===== src/design/smie_pkg.sv =====
`timescale 1ns / 1ps
// Shared types, opcodes and status codes of the stack machine execute unit.
// No dependencies; every other design file imports this package.
package smie_pkg;

   // default sizes handed to the top level
   localparam int STACK_DEPTH_DEF = 256;
   localparam int MAX_LOCALS_DEF  = 64;
   localparam int DATA_W          = 64;

   // opcodes and the first code of each opcode group
   localparam logic [5:0] OP_NOP      = 6'd0;
   localparam logic [5:0] OP_BR       = 6'd1;
   localparam logic [5:0] OP_BR_TRUE  = 6'd2;
   localparam logic [5:0] OP_BR_ZERO  = 6'd3;
   localparam logic [5:0] OP_POP      = 6'd4;
   localparam logic [5:0] OP_DUP      = 6'd5;
   localparam logic [5:0] OP_LGET     = 6'd6;
   localparam logic [5:0] OP_LSET     = 6'd7;
   localparam logic [5:0] OP_CONST    = 6'd8;
   localparam logic [5:0] OP_EQZ      = 6'd9;
   localparam logic [5:0] OP_CMP32    = 6'd10;
   localparam logic [5:0] OP_CMP64    = 6'd20;
   localparam logic [5:0] OP_ALU32    = 6'd30;
   localparam logic [5:0] OP_ALU64    = 6'd43;
   localparam logic [5:0] OP_LAST     = 6'd55;

   // compare variants, in opcode order
   localparam logic [3:0] CMP_EQ  = 4'd0;
   localparam logic [3:0] CMP_NE  = 4'd1;
   localparam logic [3:0] CMP_LT  = 4'd2;
   localparam logic [3:0] CMP_LTU = 4'd3;
   localparam logic [3:0] CMP_GT  = 4'd4;
   localparam logic [3:0] CMP_GTU = 4'd5;
   localparam logic [3:0] CMP_LE  = 4'd6;
   localparam logic [3:0] CMP_LEU = 4'd7;
   localparam logic [3:0] CMP_GE  = 4'd8;

   // alu variants, in opcode order
   localparam logic [3:0] ALU_ADD  = 4'd0;
   localparam logic [3:0] ALU_SUB  = 4'd1;
   localparam logic [3:0] ALU_MUL  = 4'd2;
   localparam logic [3:0] ALU_DIV  = 4'd3;
   localparam logic [3:0] ALU_DIVU = 4'd4;
   localparam logic [3:0] ALU_REM  = 4'd5;
   localparam logic [3:0] ALU_REMU = 4'd6;
   localparam logic [3:0] ALU_AND  = 4'd7;
   localparam logic [3:0] ALU_OR   = 4'd8;
   localparam logic [3:0] ALU_XOR  = 4'd9;
   localparam logic [3:0] ALU_SHL  = 4'd10;
   localparam logic [3:0] ALU_SHR  = 4'd11;

   // result status codes
   localparam logic [2:0] STAT_OK     = 3'd0;
   localparam logic [2:0] STAT_DIV0   = 3'd1;
   localparam logic [2:0] STAT_UNDER  = 3'd2;
   localparam logic [2:0] STAT_OVER   = 3'd3;
   localparam logic [2:0] STAT_BADLOC = 3'd4;

   // instruction class found by the front end
   typedef enum logic [3:0] {
      KIND_NOP,
      KIND_BR,
      KIND_BRC,
      KIND_POP,
      KIND_DUP,
      KIND_LGET,
      KIND_LSET,
      KIND_CONST,
      KIND_EQZ,
      KIND_CMP,
      KIND_ALU
   } smie_kind_type;

   // classified instruction handed from front to back
   typedef struct packed {
      smie_kind_type       kind;
      logic [3:0]          sub;
      logic                narrow;
      logic                br_true;
      logic [DATA_W-1:0]   imm;
   } smie_item_type;

endpackage


===== src/design/smie_front.sv =====
`timescale 1ns / 1ps
// Front end: accepts request beats, classifies the opcode and queues the
// classified instruction for the back end. Depends on smie_pkg.
module smie_front
   import smie_pkg::*;
(
   input  logic          clock,
   input  logic          reset,
   input  logic          req_valid,
   output logic          req_ready,
   input  logic [5:0]    req_op,
   input  logic [63:0]   req_imm,
   output logic          item_valid,
   input  logic          item_ready,
   output smie_item_type item
);

   smie_item_type entry_ff [2];
   logic          wptr_ff, wptr_in;
   logic          rptr_ff, rptr_in;
   logic [1:0]    count_ff, count_in;
   smie_item_type dec;
   logic          push, pop;

   // classify the opcode
   always_comb begin
      dec         = '0;
      dec.imm     = req_imm;
      dec.kind    = KIND_NOP;
      dec.br_true = (req_op == OP_BR_TRUE);
      case (req_op)
         OP_NOP:      dec.kind = KIND_NOP;
         OP_BR:       dec.kind = KIND_BR;
         OP_BR_TRUE:  dec.kind = KIND_BRC;
         OP_BR_ZERO:  dec.kind = KIND_BRC;
         OP_POP:      dec.kind = KIND_POP;
         OP_DUP:      dec.kind = KIND_DUP;
         OP_LGET:     dec.kind = KIND_LGET;
         OP_LSET:     dec.kind = KIND_LSET;
         OP_CONST:    dec.kind = KIND_CONST;
         OP_EQZ:      dec.kind = KIND_EQZ;
         default: begin
            if (req_op >= OP_CMP32 && req_op < OP_CMP64) begin
               dec.kind   = KIND_CMP;
               dec.narrow = 1'b1;
               dec.sub    = 4'(req_op - OP_CMP32);
            end else if (req_op >= OP_CMP64 && req_op < OP_ALU32) begin
               dec.kind = KIND_CMP;
               dec.sub  = 4'(req_op - OP_CMP64);
            end else if (req_op >= OP_ALU32 && req_op < OP_ALU64) begin
               dec.kind   = KIND_ALU;
               dec.narrow = 1'b1;
               dec.sub    = 4'(req_op - OP_ALU32);
            end else if (req_op >= OP_ALU64 && req_op <= OP_LAST) begin
               dec.kind = KIND_ALU;
               dec.sub  = 4'(req_op - OP_ALU64);
            end
         end
      endcase
   end

   // two-entry queue between front and back
   assign req_ready  = (count_ff != 2'd2);
   assign item_valid = (count_ff != 2'd0);
   assign item       = entry_ff[rptr_ff];
   assign push       = req_valid && req_ready;
   assign pop        = item_valid && item_ready;

   always_comb begin
      wptr_in  = push ? ~wptr_ff : wptr_ff;
      rptr_in  = pop ? ~rptr_ff : rptr_ff;
      count_in = count_ff + 2'(push) - 2'(pop);
   end

   always_ff @(posedge clock) begin
      if (reset) begin
         wptr_ff  <= 1'b0;
         rptr_ff  <= 1'b0;
         count_ff <= 2'd0;
      end else begin
         wptr_ff  <= wptr_in;
         rptr_ff  <= rptr_in;
         count_ff <= count_in;
      end
   end

   // hold queued beats
   always_ff @(posedge clock) begin
      if (push) begin
         entry_ff[wptr_ff] <= dec;
      end
   end

endmodule


===== config.mk =====
export PLATFORM = sky130hd
export DESIGN_NAME = smie_front
export DESIGN_NICKNAME = d
export VERILOG_FILES = /design/src/design/smie_pkg.sv /design/src/design/smie_front.sv
export SDC_FILE = /design/constraint.sdc
export NUM_CORES = 1
export LEC_CHECK = 0
export ABC_AREA = 1
export BUFFER_PORTS_ARGS = -buffer_cell sky130_fd_sc_hd__buf_2
export CORE_ASPECT_RATIO = 0.8
export CORE_MARGIN = 4
export CORE_UTILIZATION = 55
export CTS_BUF_LIST = sky130_fd_sc_hd__clkbuf_8
export DETAILED_ROUTE_END_ITERATION = 10
export PLACE_DENSITY = 0.8
export SLEW_MARGIN = 10
export SYNTH_ARGS = -nofsm -noshare
export SYNTH_HDL_FRONTEND = slang
export SYNTH_SLANG_ARGS = --single-unit
export TNS_END_PERCENT = 100

===== constraint.sdc =====
create_clock -name clock -period 5.2 [get_ports clock]
set_input_delay 1.04 -clock clock [delete_from_list [all_inputs] [get_ports clock]]
set_output_delay 1.04 -clock clock [all_outputs]
set_load 0.05 [all_outputs]

==> run summary, run 1 <==
The tools report the total placed cells including tap cells as 664. The worst hold path belongs to the class register to register. The via count of the first global-routing pass is 3,579, and the total wire length is 11.6 mm. Leaving out fill and tap cells, the most frequent cell in the layout is sky130_fd_sc_hd__buf_2. The power density of the placed cells came out at 512 nW/µm².

The flow ran to the end, and the final reports show no timing, DRC or antenna violations. Number of max-slew violations in the final report: 0. The mapped netlist covers 6260 µm². Hold repair after CTS inserted 0 buffers. The sort of element at the end of the critical path was an output port.

From bottom edge to top edge, the die measures 103 µm. For this block, the via count after detailed routing is 3,627. The logs give 153 for the clock net sink count and 0.318 GHz for the maximum clock frequency.

The number of iterations in the first detailed-routing pass was 4; the final clock period utilization by the worst path was 60.5%. Setup repair after global routing left no endpoint under its margin. By area the synthesized netlist is led by sky130_fd_sc_hd__edfxtp_1 71%, sky130_fd_sc_hd__mux2_2 13%, sky130_fd_sc_hd__ha_1 3.2%, sky130_fd_sc_hd__nand2_1 2.2%, sky130_fd_sc_hd__dfxtp_1 1.6%.

Along the worst path, the maximum fanout reaches 74. Core region area: 11,000 µm². Detailed placement ended at an HPWL of 7.92 mm. The combined global-route utilization of all metal layers is 17.6%. The endpoint of the most critical register-to-register path is entry_ff[1][15]. Adding up every negative setup slack in the final design gives 0 ns. A synthesized cell averages 16.6 µm².

Row generation in the floorplan step produced 34 rows. The layout cell share with drive strength beyond 1 was 49.9%; the initial detailed-routing violation count was 189. Summing the sequential cell areas from Yosys gives 72.5% of the chip area. For the wire length of the first global-routing pass, the log shows 17.7 mm.

Number of CTS-inserted buffers: 17. For the pin with the worst max-slew slack, the measured transition is 0.968 ns. For flop-to-flop paths, the worst setup slack is 3.13 ns.

Measured along the x axis, the die boundary spans 127 µm. The count of state elements after synthesis is 153. Distinct cell type count of the synthesized netlist: 33. The maximum number of pins on one net before global-route repair was 75; the synthesized net count was 468. STA classifies the critical path startpoint as a register. Setup violations remaining at the end of the flow were counted as 0. After technology mapping, the gate count stands at 378.

Count of instances resized after the clock tree is built: 0. The biggest area contributor in the post-synthesis netlist is sky130_fd_sc_hd__edfxtp_1. The net count of the finished layout is 629. The fraction of synthesized cell area taken by the top area cell type works out to 70.9%. Once the clock tree was built, the setup fixing pass inserted 0 buffers. For the leakage power total, the log shows 2.96 nW. The worst hold path cell count is 2. The hold path startpoint is rptr_ff.

The tools report the filler-free cell count of the finished design as 696. The final-report hold violation count is 0, and the detail-routed net length per standard cell is 16.6 µm. The worst setup path is of the register to output port kind. For this configuration, the core starts out at a cell density of 56.9%. In this run the tightest slew margin relative to its limit is 35.4%. The number of vias per cell after detailed routing was 5.21; the number of warning messages in the yosys log was 0. In the layout the commonest cells are 149 x sky130_fd_sc_hd__buf_2, 148 x sky130_fd_sc_hd__edfxtp_1, 74 x sky130_fd_sc_hd__mux2_2. The die covers 13,200 µm².

The worst register-to-register path begins at count_ff[0]. In this run the remaining antenna-violating nets after routing total 0. The number of max-cap violations is 0, and the clock transition at the registers of the reported paths is 0.08 ns. No sink is reached through more buffers than the 2 on the longest clock path. The aggregate global routing overflow came out at 0.

The arrival time at the worst endpoint was 2.11 ns; the number of port buffers was 149. In the routed design, unresolved DRC markers number 0. STA puts the critical path data required time at 4.16 ns. The peak ir drop on the vdd network was 0.194 mV; the initial antenna violation count was 0. Across the routed clock network, the largest skew measured is 0.00903 ns. For the worst flop-to-flop path, the logic depth is 5. Compared with the post-synthesis result, the final layout area differs by 21.0%. TritonCTS built the clock tree. Subtracting the final worst setup slack from the clock period gives 3.15 ns.

Setup slack on the critical path of the routed design comes to 2.05 ns. The root buffer cell chosen for the clock tree is sky130_fd_sc_hd__clkbuf_8. The H-tree was split into 4 levels. The placer's final routability congestion estimate is 0.885.

The clock latency reported for the late side of the worst-skew pair was 0.42 ns. The minimum setup slack after placement is 2.45 ns. 150 I/O pins were placed.
## sequential cells by signal, summed over array words and instances, names as in the netlist, named ones only
name / flops
wptr_ff: 1
entry_ff: 148
count_ff: 2
rptr_ff: 1
## cells in the mapped netlist
cell type and count:
sky130_fd_sc_hd__nand3_1 8, sky130_fd_sc_hd__or2_2 2, sky130_fd_sc_hd__o211ai_1 1, sky130_fd_sc_hd__ha_1 16, sky130_fd_sc_hd__inv_2 1, sky130_fd_sc_hd__nand4_1 5
sky130_fd_sc_hd__xor2_1 2, sky130_fd_sc_hd__xnor2_1 1, sky130_fd_sc_hd__o21a_1 1, sky130_fd_sc_hd__a21oi_2 2, sky130_fd_sc_hd__o211a_1 1, sky130_fd_sc_hd__a21oi_1 9
sky130_fd_sc_hd__mux2_2 74, sky130_fd_sc_hd__nor3_1 1, sky130_fd_sc_hd__a31oi_1 2, sky130_fd_sc_hd__nand2_2 2, sky130_fd_sc_hd__edfxtp_1 148, sky130_fd_sc_hd__o21ai_0 3
sky130_fd_sc_hd__dfxtp_1 5, sky130_fd_sc_hd__nor2_4 4, sky130_fd_sc_hd__nand3_2 1, sky130_fd_sc_hd__buf_2 7, sky130_fd_sc_hd__clkbuf_1 2, sky130_fd_sc_hd__buf_6 1
sky130_fd_sc_hd__a31oi_2 1, sky130_fd_sc_hd__nor2_1 16, sky130_fd_sc_hd__inv_4 1, sky130_fd_sc_hd__nor3b_1 1, sky130_fd_sc_hd__nor2_2 1, sky130_fd_sc_hd__o21ai_1 2
sky130_fd_sc_hd__nand2_4 2, sky130_fd_sc_hd__nand2_1 36, sky130_fd_sc_hd__inv_1 19
## stage by stage
step	power (mW)	util (%)	instance area (µm²)	hold WS, ns
final	3.88	68.8	7580	0.498
after global routing	4.05	68.7	7570	0.527
after CTS	3.92	68.7	7570	0.500
after detailed placement	3.08	65.3	7190	0.488
after global placement	3.05	65.3	7190	0.460
after floorplan	2.77	-	6260	0.454
## how the worst max path moves through the flow
stage	startpoint	end	cells past startpoint
global placement	req_valid	entry_ff[1][33]	4
CTS	register	item[46]	2
finish	register	item[68]	2
detailed placement	req_valid	entry_ff[1][33]	4
floorplan	req_valid	entry_ff[1][0]	2
global route	register	item[68]	2
## cell type report
class | count | area, µm²
Tap cell | 144 | 180
Inverter | 21 | 81.3
Clock inverter | 14 | 150
Multi-Input combinational cell | 194 | 1600
Clock buffer | 17 | 234
Timing Repair Buffer | 152 | 781
Fill cell | 766 | 3440
Sequential cell | 153 | 4550
Antenna cell | 1 | 2.50
## where the power goes
group          leakage (nW)  switching, mW  total (mW)  internal (mW)
clock network         0.185          0.418       0.844          0.426
registers              1.43          0.105        1.68           1.58
logic                  1.35          0.981        1.36          0.377
## metal layers
| metal | wire [µm] | global-route usage [%] | up-vias |
|---|---|---|---|
| li1 | - | - | 1728 |
| met1 | 4700 | 22.1 | 1739 |
| met2 | 5740 | 29.1 | 138 |
| met3 | 853 | 4.67 | 22 |
| met4 | 256 | 8.41 | 0 |
| met5 | 0 | 0 | - |
## kinds of logic (layout without fill, tap and decap cells)
| kind of cell | after synthesis | after routing | share of synthesized area (%) |
|---|---|---|---|
| DFF | 153 | 153 | 72.5 |
| buffers and inverters | 31 | 204 | 2.16 |
| and+or+nand+nor | 79 | 79 | 6.19 |
| xor gates and xnor gates | 3 | 3 | 0.419 |
| other | 0 | 1 | 0 |
| AOI/OAI and AO/OA | 22 | 22 | 2.20 |
| muxes | 74 | 74 | 13.3 |
| adders and majority gates | 16 | 16 | 3.20 |
## worst max-delay path: stages (launching register included)
cell and delay [ns]:
sky130_fd_sc_hd__dfxtp_4 0.98, sky130_fd_sc_hd__mux2_2 0.44, sky130_fd_sc_hd__buf_2 0.22
(Power assumes the default switching activity.)
==> run 2, diff against run 1 <==
--- a/config.mk
+++ b/config.mk
@@ -9,10 +9,10 @@
 export BUFFER_PORTS_ARGS = -buffer_cell sky130_fd_sc_hd__buf_2
 export CORE_ASPECT_RATIO = 0.8
 export CORE_MARGIN = 4
-export CORE_UTILIZATION = 55
+export CORE_UTILIZATION = 50
 export CTS_BUF_LIST = sky130_fd_sc_hd__clkbuf_8
 export DETAILED_ROUTE_END_ITERATION = 10
-export PLACE_DENSITY = 0.8
+export PLACE_DENSITY = 0.76
 export SLEW_MARGIN = 10
 export SYNTH_ARGS = -nofsm -noshare
 export SYNTH_HDL_FRONTEND = slang
==> constraint.sdc (replaced) <==
create_clock -name clock -period 2.52 [get_ports clock]
set_input_delay 0.504 -clock clock [delete_from_list [all_inputs] [get_ports clock]]
set_output_delay 0.504 -clock clock [all_outputs]
set_load 0.05 [all_outputs]
==> run 2 against run 1 <==
Combinational power grew 120%. Clock-buffer cell count is the same. Non-clock buffer count grew 3. First-iteration DRC count shrank 0.53%. Wire length grew 4.4%. Sequential share of layout area grew 0.099 points. Clock skew grew 0.0039 ns. Largest cell class unchanged.
==> run summary, run 2 (synthesis results as in run 1) <==
The flow ran to the end, and the final reports show no timing, DRC or antenna violations. The tools report the hold path startpoint as req_imm[44]. The clock transition at the registers of the reported paths is 0.08 ns.

For the via count of the first global-routing pass, the log shows 3,860. The endpoint identified for the worst register-to-register timing path is count_ff[1]. The tools report the final-report hold violation count as 0.

The run gives 632 as the number of nets in the final layout. The number of CTS-inserted buffers is 17, and the floorplan die area is 14,400 µm². The internal portion of the total power is 4.70 mW.

The worst pin sits at a relative slew slack of 62.3%. For the pin with the worst max-slew slack, the measured transition is 0.565 ns. The largest registers in the layout are entry_ff: 148 flops, count_ff: 2 flops.

Pin placement for this block handled 150 I/O pins. In this run, post-CTS repair resized a total of 0 instances. The worst register-to-register path begins at count_ff[0]. The sort of element at the end of the critical path is an output port. The highest net fanout along the worst path is 33, and the worst hold path cell count is 1. The aggregate global routing overflow was 0. The most frequent standard cell in the layout excluding fill and tap cells is sky130_fd_sc_hd__buf_2. The logic depth of the worst register-to-register path was 9. Measured along the y axis, the die boundary spans 108 µm. By startpoint and endpoint, the worst setup path is classified as register to output port.

The placement row count is 36, and the layout cell share with drive strength beyond 1 is 49.8%. The DRC violations left was 0. In this run the clock root is driven by a sky130_fd_sc_hd__clkbuf_8. The tools report the depth of the CTS H-tree as 4. The tools report the final setup violation count as 0. Across all hold checks on the routed design, the worst slack comes to 0.256 ns. The detailed router finished its first iteration with 188 violations. STA puts the critical path data arrival time at 1.83 ns.

The run gives 1 as the initial antenna violation count. The count of fill cells added during filler insertion is 923, and the maximum number of pins on one net before global-route repair is 49. The post-layout minimum cycle time came out at 2.33 ns. The worst hold path belongs to the class primary input to register.

The minimum setup slack among reg-to-reg paths is 0.88 ns. The congestion estimate from routability-driven global placement came to 0.896. The detail route stage leaves a number of antenna-violating nets equal to 0.

Once layout is complete, the cells apart from fillers number 724. The utilization of the core after routing is 62.0%, and the horizontal die dimension is 133 µm. The first global-routing pass estimated 19.1 mm of wire. The combined global-route utilization of all metal layers was 17.3%.

Across the whole layout, storage elements account for 4550 µm². In the layout the commonest cells are 149 x sky130_fd_sc_hd__buf_2, 148 x sky130_fd_sc_hd__edfxtp_1, 74 x sky130_fd_sc_hd__mux2_2. Summing all placed instances gives a cell area of 7260 µm². The starting density of the core is 51.3%.

Static timing analysis puts the maximum clock frequency at 0.428 GHz. The number of hold buffers added after CTS was 0. The number of vias per cell after detailed routing came out at 5.12.

The clock reaches the later pin of the worst-skew pair after 0.43 ns. Number of max-cap violations: 0. The endpoint with the worst hold slack is entry_ff[0][44]. The floorplan step defined a core boundary enclosing 12,200 µm². In this run, the combinational gates consume 38.2% of the power. TritonCTS built the clock tree. Adding up every negative setup slack in the final design gives 0 ns. The tools report the number of max-slew violations in the final report as 0. The layout-stage area growth over the synthesis result is 20.8%, and the power density of the placed cells is 1030 nW/µm². The clock network fraction of total power is 19.0%.

The sequential share of power was 42.8%; the final clock period utilization by the worst path was 92.6%. Once the clock tree was built, the setup fixing pass inserted 0 buffers. For the worst setup path, the data required time is 2.02 ns.

Buffers placed on the I/O ports in this run total 149. For the clock net sink count, the log shows 153. Summing all non-filler instances in the final layout gives an area of 7560 µm². The register with the most flip-flops in the layout has 148 of them.

The clock passes through at most 2 buffers. The first TritonRoute pass finished after 4 iterations. Register with the most flip-flops: entry_ff.

Summed over all cells, the static leakage comes to 2.96 nW. VDD sags by at most 0.538 mV. For this design the total switching power over the nets is 3.09 mW. The half-perimeter wire length after detailed placement is 8.32 mm.

STA classifies the critical path startpoint as a register. Setup repair after global routing left no endpoint under its margin. The net switching share of the total power was 39.7%; the detail-routed net length per standard cell was 16.7 µm. The area of combinational cells with multiple inputs was 1600 µm²; the total wire length was 12.1 mm. The clock skew after layout was 0.0129 ns; the via total after detailed routing was 3,708. The run gives 694 as the total placed cells including tap cells.
run 2: area by class of cell:
class                           count  share of cell area (%)
Sequential cell                   153                    60.1
Inverter                           21                    1.08
Antenna cell                        1                  0.0331
Timing Repair Buffer              155                    10.8
Clock inverter                     12                   0.877
Tap cell                          171                    2.83
Multi-Input combinational cell    194                    21.2
Clock buffer                       17                    3.09
run 2: power groups by stage:
stage          clock (mW)  combinational (mW)  sequential (mW)
2_1_floorplan           0                2.33             3.37
3_3_place_gp            0                2.96             3.37
3_5_place_dp            0                2.99             3.40
4_1_cts              1.53                3.01             3.34
5_1_grt              1.65                3.13             3.37
6_report             1.48                2.97             3.33
run 2: stage by stage:
step           total power, mW  setup slack (ns)
2_1_floorplan             5.70             0.131
5_1_grt                   8.15            0.0741
3_5_place_dp              6.39             0.332
6_report                  7.78             0.186
3_3_place_gp              6.34             0.479
4_1_cts                   7.88             0.129
run 2: routing by layer:
layer | GRT usage, % | part of all wire, % | routed length [µm]
met1 | 21.2 | 43 | 5230
met2 | 28.7 | 49 | 5860
met3 | 5.53 | 6.4 | 773
met4 | 6.90 | 1.5 | 182
met5 | 0 | 0.099 | 12
run 2: critical path: stages (launching register included):
cell and delay [ns]:
sky130_fd_sc_hd__dfxtp_4 0.36, sky130_fd_sc_hd__buf_4 0.38, sky130_fd_sc_hd__mux2_2 0.42, sky130_fd_sc_hd__buf_2 0.22
run 2: how the worst max path moves through the flow:
stage	end	startpoint	cells past startpoint	slack, ns
2_1_floorplan	entry_ff[1][0]	count_ff[0]	4	0.13
3_3_place_gp	entry_ff[0][67]	req_op[2]	11	0.48
3_5_place_dp	entry_ff[0][68]	req_op[2]	10	0.33
4_1_cts	item[66]	register	3	0.13
5_1_grt	item[69]	register	3	0.07
6_report	item[66]	register	3	0.19
